## src/hdl/ulsr_pkg.sv

```systemverilog
`default_nettype none

package ulsr_pkg;

	localparam int KeyWidth = 32;
	localparam int PosWidth = 3;
	localparam int CntWidth = 4;

	typedef enum logic [1:0] {
		OP_CLEAR  = 2'd0,
		OP_INSERT = 2'd1,
		OP_SEARCH = 2'd2,
		OP_REMOVE = 2'd3
	} op_t;

	typedef enum logic [1:0] {
		ST_OK       = 2'd0,
		ST_FULL     = 2'd1,
		ST_EMPTY    = 2'd2,
		ST_NOTFOUND = 2'd3
	} status_t;

	typedef struct packed {
		op_t                        operation;
		logic signed [KeyWidth-1:0] key;
	} in_t;

	typedef struct packed {
		status_t             status;
		logic [PosWidth-1:0] position;
		logic [CntWidth-1:0] entry_count;
	} out_t;

endpackage

`default_nettype wire

```

## src/hdl/ulsr_ram.sv

```systemverilog
`default_nettype none

module ulsr_ram #(
	parameter int WIDTH = 32,
	parameter int DEPTH = 8,
	localparam int ADDR_W = (DEPTH > 1) ? $clog2(DEPTH) : 1
) (
	input  wire logic                      clk,
	input  wire logic                      wr_en,
	input  wire logic [ADDR_W-1:0]         wr_addr,
	input  wire logic [WIDTH-1:0]          wr_data,
	input  wire logic                      rd_en,
	input  wire logic [ADDR_W-1:0]         rd_addr,
	output logic      [WIDTH-1:0]          rd_data
);

	logic [WIDTH-1:0] mem_q [DEPTH];

	always_ff @(posedge clk) begin
		if (wr_en) begin
			mem_q[wr_addr] <= wr_data;
		end
		if (rd_en) begin
			rd_data <= mem_q[rd_addr];
		end
	end

endmodule

`default_nettype wire

```

## src/hdl/unsorted_list_search_remove.sv

```systemverilog
// Unsorted key list with clear, insert, search and remove.
// Request channel: req_valid / req_stall / req (operation, key). A beat is
// taken when req_valid is high and req_stall is low; req_stall is high
// while an operation is in progress. One request at a time.
// Response channel: rsp_valid / rsp_stall / rsp (status, position,
// entry_count). Every request gives exactly one response beat.
// Clear, insert and requests on an empty list go straight to the finish
// state; search scans the stored entries in order until a hit or the end
// of the list; remove scans the same way and then shifts every later
// entry down by one place.
// Scanned plus shifted never exceeds the entry count. The pace is set by
// the single read port of the key memory: one entry is read per cycle
// while scanning and one entry is moved per cycle while shifting.
// Keys live in a one-read, one-write memory with registered read data.
// Reset empties the list at once (the count goes to zero); the memory
// itself is not cleared.
// While rsp_stall holds a response, the next request is still taken and
// worked on; its result waits until the response register frees up.
`default_nettype none

module unsorted_list_search_remove
	import ulsr_pkg::*;
#(
	parameter int CAPACITY = 8
) (
	input  wire logic clk,
	input  wire logic arst_n,
	input  wire logic req_valid,
	output logic      req_stall,
	input  wire in_t  req,
	output logic      rsp_valid,
	input  wire logic rsp_stall,
	output out_t      rsp
);

	localparam int AW = (CAPACITY > 1) ? $clog2(CAPACITY) : 1;
	localparam int CW = $clog2(CAPACITY + 1);
	localparam int EW = CW + 1;

	typedef enum logic [3:0] {
		S_IDLE   = 4'b0001,
		S_SCAN   = 4'b0010,
		S_SHIFT  = 4'b0100,
		S_FINISH = 4'b1000
	} state_t;

	state_t                state_q, state_d;
	logic [CW-1:0]         count_q, count_d;
	op_t                   op_q, op_d;
	logic [KeyWidth-1:0]   key_q, key_d;
	logic [AW-1:0]         idx_q, idx_d;
	out_t                  res_q, res_d;
	logic                  rsp_valid_q;
	out_t                  rsp_q;
	logic                  rsp_load;

	logic                  wr_en;
	logic [AW-1:0]         wr_addr;
	logic [KeyWidth-1:0]   wr_data;
	logic                  rd_en;
	logic [AW-1:0]         rd_addr;
	logic [KeyWidth-1:0]   rd_data;

	logic [EW-1:0]         idx_nxt;
	logic [EW-1:0]         idx_nxt2;
	logic [EW-1:0]         count_e;
	logic                  hit;

	ulsr_ram #(
		.WIDTH (KeyWidth),
		.DEPTH (CAPACITY)
	) u_key_ram (
		.clk     (clk),
		.wr_en   (wr_en),
		.wr_addr (wr_addr),
		.wr_data (wr_data),
		.rd_en   (rd_en),
		.rd_addr (rd_addr),
		.rd_data (rd_data)
	);

	assign idx_nxt   = EW'(idx_q) + EW'(1);
	assign idx_nxt2  = EW'(idx_q) + EW'(2);
	assign count_e   = EW'(count_q);
	assign hit       = (rd_data == key_q);
	assign req_stall = (state_q != S_IDLE);
	assign rsp_load  = (state_q == S_FINISH) && (!rsp_valid_q || !rsp_stall);
	assign rsp_valid = rsp_valid_q;
	assign rsp       = rsp_q;

	always_comb begin
		state_d = state_q;
		count_d = count_q;
		op_d    = op_q;
		key_d   = key_q;
		idx_d   = idx_q;
		res_d   = res_q;
		wr_en   = 1'b0;
		wr_addr = AW'(count_q);
		wr_data = req.key;
		rd_en   = 1'b0;
		rd_addr = '0;
		case (state_q)
			S_IDLE: begin
				if (req_valid) begin
					op_d           = req.operation;
					key_d          = req.key;
					idx_d          = '0;
					state_d        = S_FINISH;
					res_d.status   = ST_OK;
					res_d.position = '0;
					case (req.operation)
						OP_CLEAR: begin
							count_d = '0;
						end
						OP_INSERT: begin
							if (count_e >= EW'(CAPACITY)) begin
								res_d.status = ST_FULL;
							end else begin
								wr_en          = 1'b1;
								res_d.position = PosWidth'(count_q);
								count_d        = count_q + CW'(1);
							end
						end
						OP_SEARCH, OP_REMOVE: begin
							if (count_q == '0) begin
								res_d.status = ST_EMPTY;
							end else begin
								rd_en   = 1'b1;
								state_d = S_SCAN;
							end
						end
						default: ;
					endcase
					res_d.entry_count = CntWidth'(count_d);
				end
			end
			S_SCAN: begin
				if (hit) begin
					res_d.status   = ST_OK;
					res_d.position = PosWidth'(idx_q);
					if (op_q == OP_REMOVE && idx_nxt < count_e) begin
						rd_en   = 1'b1;
						rd_addr = AW'(idx_nxt);
						state_d = S_SHIFT;
					end else begin
						if (op_q == OP_REMOVE) begin
							count_d = count_q - CW'(1);
						end
						state_d = S_FINISH;
					end
				end else if (idx_nxt < count_e) begin
					rd_en   = 1'b1;
					rd_addr = AW'(idx_nxt);
					idx_d   = AW'(idx_nxt);
				end else begin
					res_d.status   = ST_NOTFOUND;
					res_d.position = '0;
					state_d        = S_FINISH;
				end
				res_d.entry_count = CntWidth'(count_d);
			end
			S_SHIFT: begin
				wr_en   = 1'b1;
				wr_addr = idx_q;
				wr_data = rd_data;
				if (idx_nxt2 < count_e) begin
					rd_en   = 1'b1;
					rd_addr = AW'(idx_nxt2);
					idx_d   = AW'(idx_nxt);
				end else begin
					count_d = count_q - CW'(1);
					state_d = S_FINISH;
				end
				res_d.entry_count = CntWidth'(count_d);
			end
			S_FINISH: begin
				if (rsp_load) begin
					state_d = S_IDLE;
				end
			end
			default: begin
				state_d = S_IDLE;
			end
		endcase
	end

	always_ff @(posedge clk or negedge arst_n) begin
		if (!arst_n) begin
			state_q     <= S_IDLE;
			count_q     <= '0;
			rsp_valid_q <= 1'b0;
		end else begin
			state_q <= state_d;
			count_q <= count_d;
			if (rsp_load) begin
				rsp_valid_q <= 1'b1;
			end else if (!rsp_stall) begin
				rsp_valid_q <= 1'b0;
			end
		end
	end

	always_ff @(posedge clk) begin
		op_q  <= op_d;
		key_q <= key_d;
		idx_q <= idx_d;
		res_q <= res_d;
		if (rsp_load) begin
			rsp_q <= res_q;
		end
	end

`ifndef SYNTHESIS
	a_count_bound: assert property (@(posedge clk) disable iff (!arst_n)
		count_e <= EW'(CAPACITY))
		else $error("entry count above capacity");

	a_scan_nonempty: assert property (@(posedge clk) disable iff (!arst_n)
		(state_q == S_SCAN || state_q == S_SHIFT) |-> (count_q != '0))
		else $error("scan or shift on empty list");

	a_empty_count: assert property (@(posedge clk) disable iff (!arst_n)
		(rsp_valid && rsp.status == ST_EMPTY) |-> (rsp.entry_count == '0))
		else $error("empty status with nonzero count");

	a_shift_after_remove: assert property (@(posedge clk) disable iff (!arst_n)
		(state_q == S_SHIFT) |-> (op_q == OP_REMOVE))
		else $error("shift outside remove");
`endif

endmodule

`default_nettype wire

```

## config.mk

```make
export PLATFORM = sky130hd
export DESIGN_NAME = unsorted_list_search_remove
export DESIGN_NICKNAME = d
export VERILOG_FILES = /design/src/hdl/ulsr_pkg.sv /design/src/hdl/ulsr_ram.sv /design/src/hdl/unsorted_list_search_remove.sv
export SDC_FILE = /design/constraint.sdc
export NUM_CORES = 1
export LEC_CHECK = 0
export ABC_AREA = 1
export BUFFER_PORTS_ARGS = -buffer_cell sky130_fd_sc_hd__buf_2
export CELL_PAD_IN_SITES_DETAIL_PLACEMENT = 1
export CELL_PAD_IN_SITES_GLOBAL_PLACEMENT = 2
export CORE_MARGIN = 2
export CORE_UTILIZATION = 30
export DETAILED_ROUTE_END_ITERATION = 12
export PLACE_DENSITY_LB_ADDON = 0.05
export SYNTH_ARGS = -nofsm -noshare
export SYNTH_HDL_FRONTEND = slang
export SYNTH_SLANG_ARGS = --single-unit
```

## constraint.sdc

```tcl
create_clock -name clk -period 14.5 [get_ports clk]
set_input_delay 0.725 -clock clk [delete_from_list [all_inputs] [get_ports clk]]
set_output_delay 0.725 -clock clk [all_outputs]
set_load 0.005 [all_outputs]
```

# [Word level (Yosys, flattened, before mapping)]
# Memories as Yosys holds them, arrays and structs flattened. A register that Yosys moved wholly into a read port is not among the register bits.
# Cells that the tools add are included.
[word_totals] ram_bits=256 register_bits=64 word_cells=108 memories=1 input_bits=38
[op_classes] n_reduce_logical=15 magnitude_cmp=3 n_eq_ne=18 add_sub_neg=4 muxes=55
[mem_list] memory="u_key_ram.mem_q" depth=8 word_bits=32 read_ports=1 rd_clocked_by_memory_dff=1 write_ports=1 line="ulsr_ram.sv:17" text="logic [WIDTH-1:0] mem_q [DEPTH];"
[ops] op="4-bit 2-to-1 mux" n=14
[ops] op="3-bit 2-to-1 mux" n=11
[ops] op="32-bit == test" n=1
[ops] op="32-bit 2-to-1 mux" n=1
[ops] op="4-bit one-hot mux with 3 select lines" n=2
[ops] op="4-bit one-hot mux with 4 select lines" n=1
[ops] op="1-bit 2-to-1 mux" n=15
[ops] op="2-bit != test, second input constant" n=6
[ops] op="5-bit 2-to-1 mux" n=2
[ops] op="5-bit one-hot mux with 2 select lines" n=1
[ops] op="9-bit 2-to-1 mux" n=1
[ops] op="3-bit one-hot mux with 3 select lines" n=1
[ops] op="4-bit less-than comparator" n=2
[ops] op="4-bit one-hot mux with 2 select lines" n=1
[ops] op="2-bit == test, second input constant" n=3
[ops] op="3-bit one-hot mux with 2 select lines" n=1
[ops] op="5-bit AND reduction" n=1
[ops] op="3-bit by 1-bit adder with 4-bit output, second input constant" n=1
[ops] op="3-bit by 2-bit adder with 4-bit output, second input constant" n=1
[ops] op="4-bit by 1-bit adder with 4-bit output, second input constant" n=1
[ops] op="4-bit by 1-bit == test with 1-bit output, second input constant" n=1
[ops] op="4-bit by 2-bit == test with 1-bit output, second input constant" n=1
[ops] op="4-bit by 3-bit == test with 1-bit output, second input constant" n=1
[ops] op="4-bit == test, second input constant" n=1
[ops] op="other kinds (21)" n=24

# [Logic depth before layout (Yosys ltp)]
# Gate-level depths: netlist of the first run.
[depth] ltp_word=7 mapped_depth=17 depth_no_buf=15

# [By module]
# A second synthesis of the first run with hierarchy kept.
[unflattened] hier_cells=1631 area_unflattened_um2=16109.2
[modules_own_cells] module="ulsr_ram" area_per_inst_um2=12192.9 cells_each=1156 instances=1 seq_area_each_um2=8648.3
[modules_own_cells] module="unsorted_list_search_remove" area_per_inst_um2=3916.3 cells_each=475 instances=1 seq_area_each_um2=1878.1

# [Worst setup path before layout of the first run]
# OpenSTA, ideal clock, no wires.
[synth_timing] path_kind="reg2reg" startpoint="reg state_q[3]" endpoint="mem u_key_ram.mem_q[1][0], enable pin" period_less_slack_ns=4.629 setup_ns=0.421 required_time_ns=14.079 path_buffers=0 stages_incl_launch_ff=10 arrival_time_ns=4.208 slack_ns=9.871 path_cell_list="dfrtp_1 > nor2_1 > inv_1 > nor3_1 > inv_1 > nor2_1 > nand2_1 > nand2_1 > nand2_1 > nor2_1"
[synth_between] elab_chain_cells=4 elab_cells_between_ends=6 cone_classes="2 x eq/ne; 4 x mux"
[synth_rtl] element="start: declaration" line="unsorted_list_search_remove.sv:47" text="state_t state_q, state_d;"
[synth_rtl] element="start signal: assignment" line="unsorted_list_search_remove.sv:194" text="state_q <= state_d;"
[synth_rtl] element="4-bit by 3-bit == test with 1-bit output / 4-bit by 1-bit == test with 1-bit output (equally long branches)" line="unsorted_list_search_remove.sv:103" text="case (state_q)"
[synth_rtl] element="1-bit one-hot mux with 2 select lines" line="unsorted_list_search_remove.sv:103"
[synth_rtl] element="1-bit 2-to-1 mux" line="ulsr_ram.sv:20" text="if (wr_en) begin"
[synth_rtl] element="1-bit 2-to-1 mux (not written as such)" line="ulsr_ram.sv:21" text="mem_q[wr_addr] <= wr_data;"
[synth_rtl] element="end: declaration" line="ulsr_ram.sv:17"
# Parallel ways exist; a longest one is shown, timed or not.

# [Worst setup path in the final report of the first run]
[layout_timing] startpoint="reg idx_q[0]" endpoint="reg u_key_ram.rd_data[12] (read register of u_key_ram.mem_q) (data pin)"
[layout_between] elab_chain_cells=6 elab_cells_between_ends=15 cone_classes="2 x add/sub; 2 x order compare; 10 x mux; 1 x reduce/logical"
[layout_rtl] element="start: declaration" line="unsorted_list_search_remove.sv:51" text="logic [AW-1:0] idx_q, idx_d;"
[layout_rtl] element="start signal: assignment" line="unsorted_list_search_remove.sv:207" text="idx_q <= idx_d;"
[layout_rtl] element="3-bit by 1-bit adder with 4-bit output (*)" line="unsorted_list_search_remove.sv:82" text="assign idx_nxt = EW'(idx_q) + EW'(1);"
[layout_rtl] element="net idx_nxt[2]" line="unsorted_list_search_remove.sv:64" text="logic [EW-1:0] idx_nxt;"
[layout_rtl] element="4-bit less-than comparator" line="unsorted_list_search_remove.sv:142, unsorted_list_search_remove.sv:152"
[layout_rtl] element="1-bit logical AND" line="unsorted_list_search_remove.sv:142" text="if (op_q == OP_REMOVE && idx_nxt < count_e) begin"
[layout_rtl] element="1-bit 2-to-1 mux / 3-bit 2-to-1 mux (equally long branches)" line="unsorted_list_search_remove.sv:142"
[layout_rtl] element="1-bit 2-to-1 mux / 3-bit 2-to-1 mux (equally long branches)" line="unsorted_list_search_remove.sv:139" text="if (hit) begin"
[layout_rtl] element="1-bit one-hot mux with 3 select lines / 3-bit one-hot mux with 2 select lines (equally long branches)" line="unsorted_list_search_remove.sv:103"
[layout_rtl] element="end: declaration" line="ulsr_ram.sv:14" text="output logic [WIDTH-1:0] rd_data"
# Mark *: on every way through the listed nets, which the timed path passes. The rest lies on a longest branch.
# A chain may end at the register's enable or synchronous reset.

==> results of run 1 <==
## power groups by stage
stage | clock, W | combinational (W) | sequential [W]
finish | 0.000975 | 0.000350 | 0.00126
global route | 0.00105 | 0.000400 | 0.00126
CTS | 0.00101 | 0.000361 | 0.00126
detailed placement | 0 | 0.000359 | 0.00128
global placement | 0 | 0.000353 | 0.00128
floorplan | 0 | 0.000223 | 0.00127
## worst min path at each step
stage	endpoint	slack [ns]	cells past startpoint
after detailed placement	rsp[1]	0.41	0
after CTS	key_q[26]	0.31	1
after global routing	key_q[26]	0.33	1
after floorplan	rsp[0]	0.40	0
after global placement	rsp[6]	0.40	0
final	key_q[26]	0.35	1
## logic make-up (layout without fill, tap and decap cells)
| family | count (synthesis) | after routing | synth area share [%] |
|---|---|---|---|
| AND/OR/NAND/NOR | 795 | 795 | 22.9 |
| flip-flops | 352 | 352 | 66.2 |
| buffers and inverters | 287 | 359 | 7.27 |
| AO/OA/AOI/OAI | 42 | 42 | 1.47 |
| XOR/XNOR | 24 | 24 | 1.32 |
| adder cells (fa/ha/maj) | 11 | 11 | 0.866 |
## metal layers
metal / up-vias / GRT usage (%) / part of all wire (%)
li1: 5095 / - / -
met1: 5306 / 22.9 / 46
met2: 109 / 30.1 / 49
met3: 75 / 2.36 / 2.7
met4: 0 / 4.81 / 2.2
met5: - / 0 / 0
## state kept, by name, indices dropped and copies added (netlist names)
signal	cells
res_q	9
key_q	32
rsp	9
op_q	2
u_key_ram.rd_data	32
state_q	4
rsp_valid	1
idx_q	3
count_q	4
u_key_ram.mem_q	256
## metrics by stage
stage	setup slack (ns)	utilization, %	instances	cell area, um^2
finish	10.25	34.6	2271	18100
global route	9.88	34.6	2271	18100
CTS	10.20	34.6	2271	18100
detailed placement	10.22	32.2	2195	16900
global placement	10.30	32.2	2195	16900
floorplan	9.87	-	1511	15900
## cells in the final DEF (no fill, tap or decap), types with 3 or more instances in the layout
master	Yosys	layout
nor3_1	4	4
inv_2	6	5
clkbuf_1	25	13
clkbuf_16	0	43
nor2_2	3	3
nand3b_1	97	97
buf_2	30	48
clkinv_2	0	5
a21oi_1	10	10
nand3_1	177	176
nor2_1	34	25
nor2_4	1	10
nand4_1	8	8
clkinv_1	1	14
o21ai_0	23	23
buf_4	11	17
ha_1	11	11
dfrtp_1	8	8
nand2_1	467	463
xnor2_1	23	23
edfxtp_1	343	343
inv_1	211	211
## final cells by class
| type | instances | share of cell area [%] |
|---|---|---|
| Sequential cell | 352 | 58.0 |
| Multi-Input combinational cell | 872 | 23.9 |
| Clock buffer | 56 | 6.20 |
| Tap cell | 688 | 4.74 |
| Inverter | 218 | 4.52 |
| Timing Repair Buffer | 66 | 2.08 |
| Clock inverter | 19 | 0.593 |
==> results.ini, run 1 <==
[worst_setup_path]
cp_data_arrival_time_ns = 4.55
rr_startpoint = idx_q[0]
worst_path_most_repeated_cell = nand2_1
max_stage_delay_ns = 0.90
path_max_fanout = 128
r2r_slack_ns = 10.25
cp-start-kind = register
crit_required_ns = 14.81
reg2reg_to = u_key_ram.rd_data[12]
reg2reg_depth = 14
path_depth = 14
critical_path.startpoint = idx_q[0]
criticalPathCategory = register to register
cp_slowest_cell = nand2_8
critPathBufInv = 1
end_kind = register
crit_family = simple AND/OR/NAND/NOR gates
cp-endpoint = u_key_ram.rd_data[12]
cp_cell_sequence = ha_1 -> xnor2_1 -> inv_1 -> ha_1 -> a21oi_1 -> nand2_2 -> nor3_1 -> nand2_4 -> nand2_8 -> nand2_1 -> nand3_1 -> nand2_1 -> nand2_1 -> nand2_1

[global_routing]
antenna_found_initial = 0
track_usage_pct = 17.5
grt_overflow = 0
grt_max_degree = 129
first_global_vias = 11000
grt_pass1_wl_um = 70300

[route]
wl_um = 46600
drtPass1Iterations = 4
antenna_left = 0
drt-initial-drc-count = 463
vias = 10600
via_per_inst = 4.66
route.detailed.drc = 0
wire_per_inst_um = 20.5

[cells_and_area]
multiInputGateArea_um2 = 4330
n_fill_cell = 5832
seq_area_um2 = 10500
nNetsFinal = 1601
n_antenna_cell = 0
drive_gt1_share_pct = 9.03
area_delta_synth_final_pct = 14.1

[timing]
worstMarginPinSlew_ns = 1.02
post-route-min-period_ns = 4.25
rsz0062_at_grt = no
maxSlewHeadroom_pct = 32.3
finalHoldViolCount = 0
fin_crit_sh_pct = 29.3
finClkSkew_ns = 0.0175
slew_violations = 0
setup_violations = 0
hold_slack_ns = 0.350
tns_ns = 0
max_freq_ghz = 0.236

[place]
io_buffer_count = 48
place_hpwl_um = 24700
routabilityCongestion = 0.727

[floorplan]
dieArea_um2 = 54800
die-width_um = 234
row_count = 84
io_pins = 49
start_util_pct = 30.3
core_area_um2 = 52400
die-height_um = 234

[clock_tree]
cts.sink_count = 352
clkTransAtPathRegs_ns = 0.06
cts_tree = done
clock_path_buffers = 3
cts_root_buffer = clkbuf_16
ctsResizeCount = 0
cts_hold_buffers = 1
cts_setup_buffers = 0
htreeDepth = 2
clk_latency_ns = 0.57
numCtsBuffers = 42

[logic_synthesis]
async_flop_share_pct = 2.56
ys_dominant_reg_cell = edfxtp_1
yosysUniqueCellTypes = 34
syn-cell-area_um2 = 15900
yosysWarnings = 0
synth.net_count = 1560
synth.most_common_cell = nand2_1
yosysSeqAreaShare_pct = 66.2
yosysTopAreaCell = edfxtp_1
yosys-top-cells-area = edfxtp_1 65%, nand2_1 11%, nand3_1 5.6%
synth_cells = 1511
synth_edf_count = 343
yosys-top-cells-count = 467 x nand2_1, 343 x edfxtp_1, 211 x inv_1
synth_top_area_share_pct = 64.8
synth_area_per_cell_um2 = 10.5
synth_seq_cells = 352

[power]
peakVddDrop_v = 0.0000840
p_clk_share_pct = 37.8
p_comb_share_pct = 13.6
power.total_w = 0.00258
seqPwrFrac_pct = 48.7
switching_power_w = 0.000702
pwr_density_cell_nw_per_um2 = 142
swShare_pct = 27.2
power_leakage_nw = 7.31
p_int_w = 0.00188

[min_path]
min_from = req[26]
hp-class = primary input to register

[job]
drv_cap = 0

[run_status]
status = completed

Power figures use the tool's default switching activity.
==> run 2: changes to the inputs <==
clock period = 4.25 ns   (was 14.5 ns; I/O delays follow)
==> run 2 against run 1 <==
Compared with the run above: via count is 0.96% higher; clock power rose to 3.5 times the previous value; power grew to 3.5 times the previous value; cell area grew 3.4%; register-to-register slack got worse by 9.7 ns; fmax increased by 14%; largest power group unchanged; sequential share of layout area down 1.9 points; first-iteration DRC count is 24% higher; largest cell class unchanged.
==> results.ini, run 2 (synthesis gave the netlist of run 1 again) <==
[timing]
hold_slack_ns = 0.0434
worstMarginPinSlew_ns = 1.09
finClkSkew_ns = 0.0221
tns_ns = 0
setup_violations = 0
fin_ws_ns = 0.521
finalHoldViolCount = 0
max_freq_ghz = 0.268
rsz0062_at_grt = no
maxSlewHeadroom_pct = 26.9
post-route-min-period_ns = 3.73
fin_crit_sh_pct = 87.7
slew_violations = 0

[route]
wl_met2_um = 23500
via_per_inst = 4.60
met3_wirelength_um = 1280
wl_met1_um = 22600
vias = 10700
wire_per_inst_um = 20.8
antenna_left = 0
drtPass1Iterations = 5
wl_um = 48300
route.detailed.drc = 0
dr.max_layer_used = met4
drt-initial-drc-count = 573

[cells_and_area]
fin_util_pct = 35.8
nNetsFinal = 1649
largest_reg_flops = 256
n_antenna_cell = 0
final_common_cell = nand2_1
reg.largest.list = u_key_ram.mem_q (256), key_q (32), u_key_ram.rd_data (32)
area_delta_synth_final_pct = 18.0
drive_gt1_share_pct = 9.86
fin_cells = 2321
regMostFlops = u_key_ram.mem_q
final_cell_mix = 463 x nand2_1, 343 x edfxtp_1, 211 x inv_1

[worst_setup_path]
end_kind = register
criticalPathCategory = register to register
cp-start-kind = register
crit_required_ns = 4.68
path_max_fanout = 38
cp_data_arrival_time_ns = 4.16

[clock_tree]
cts_hold_buffers = 37
numCtsBuffers = 43
cts_tree = done
clock_path_buffers = 3
htreeDepth = 2
ctsResizeCount = 0
cts.sink_count = 352
clkTransAtPathRegs_ns = 0.06
cts_root_buffer = clkbuf_16
cts_setup_buffers = 0
clk_latency_ns = 0.57

[power]
p_int_w = 0.00649
power_leakage_nw = 7.57
switching_power_w = 0.00248
seqPwrFrac_pct = 47.7
p_clk_share_pct = 38.0
p_comb_share_pct = 14.3
pwr_density_cell_nw_per_um2 = 478
swShare_pct = 27.7
peakVddDrop_v = 0.000286

[place]
place_hpwl_um = 26300
place_inst = 2206
dp_slack_ns = 0.457
io_buffer_count = 48
routabilityCongestion = 0.735

[floorplan]
core_area_um2 = 52400
row_count = 84
dieArea_um2 = 54800
start_util_pct = 30.3
die-height_um = 234
die-width_um = 234
io_pins = 49

[global_routing]
grt_pass1_wl_um = 72500
grt_max_degree = 129
grt_overflow = 0
first_global_vias = 11200
track_usage_pct = 18.2
antenna_found_initial = 0

[min_path]
hp-class = primary input to async pin

[run_status]
status = completed

[job]
drv_cap = 0

run 2: changes by cell type in the layout (fill, tap and decap cells not counted), sizes merged:
cell,before,now
clkbuf,56,58
buf,65,76
dlygate4sd3,1,37
bufinv,1,0
inv,217,218
clkinvlp,0,1
run 2: worst paths after layout:
check,startpoint,slack [ns],endpoint,cells after the start
worst max-delay path,idx_q[0],0.52,u_key_ram.rd_data[16],15
worst min-delay path,arst_n,0.04,count_q[2],2
worst max register to register,idx_q[0],0.52,u_key_ram.rd_data[16],15
worst min register to register,res_q[4],0.42,rsp[4],0
max in group asynchronous,arst_n,3.94,state_q[0],2
min in group clk,req[5],0.37,key_q[5],2
run 2: layout make-up:
cell class	instances	area (um^2)
fill	5785	33700
sequential	352	10500
multi-input combinational	872	4320
clock buffer	58	1180
timing repair buffer	113	946
tap	688	861
inverter	218	818
clock inverter	20	108
run 2: routing by layer:
metal,up-vias,GRT usage (%)
met5,-,0
met4,0,4.79
met3,56,2.36
met2,124,30.9
met1,5314,24.5
li1,5193,-
run 2: power groups by stage:
stage / clock [W] / sequential, W / combinational (W)
after floorplan: 0 / 0.00432 / 0.000762
after global placement: 0 / 0.00435 / 0.00126
after detailed placement: 0 / 0.00435 / 0.00128
after CTS: 0.00352 / 0.00428 / 0.00131
after global routing: 0.00364 / 0.00431 / 0.00145
final: 0.00341 / 0.00428 / 0.00128
run 2: through the flow:
step	cell area [um^2]	power (W)
2_1_floorplan	15900	0.00508
6_report	18800	0.00897
4_1_cts	18800	0.00912
3_3_place_gp	17100	0.00561
5_1_grt	18800	0.00941
3_5_place_dp	17100	0.00564
run 2: critical path: stages, from the launching register on:
cell	delay, ns
edfxtp_1	0.50
ha_1	0.25
xnor2_1	0.33
inv_1	0.09
ha_1	0.29
nand3b_1	0.12
nand2_2	0.17
nor2_1	0.08
nand3_1	0.11
nand2_2	0.07
inv_2	0.54
buf_4	0.62
nand3_1	0.15
nand2_1	0.11
nand2_1	0.06
nand2_1	0.10
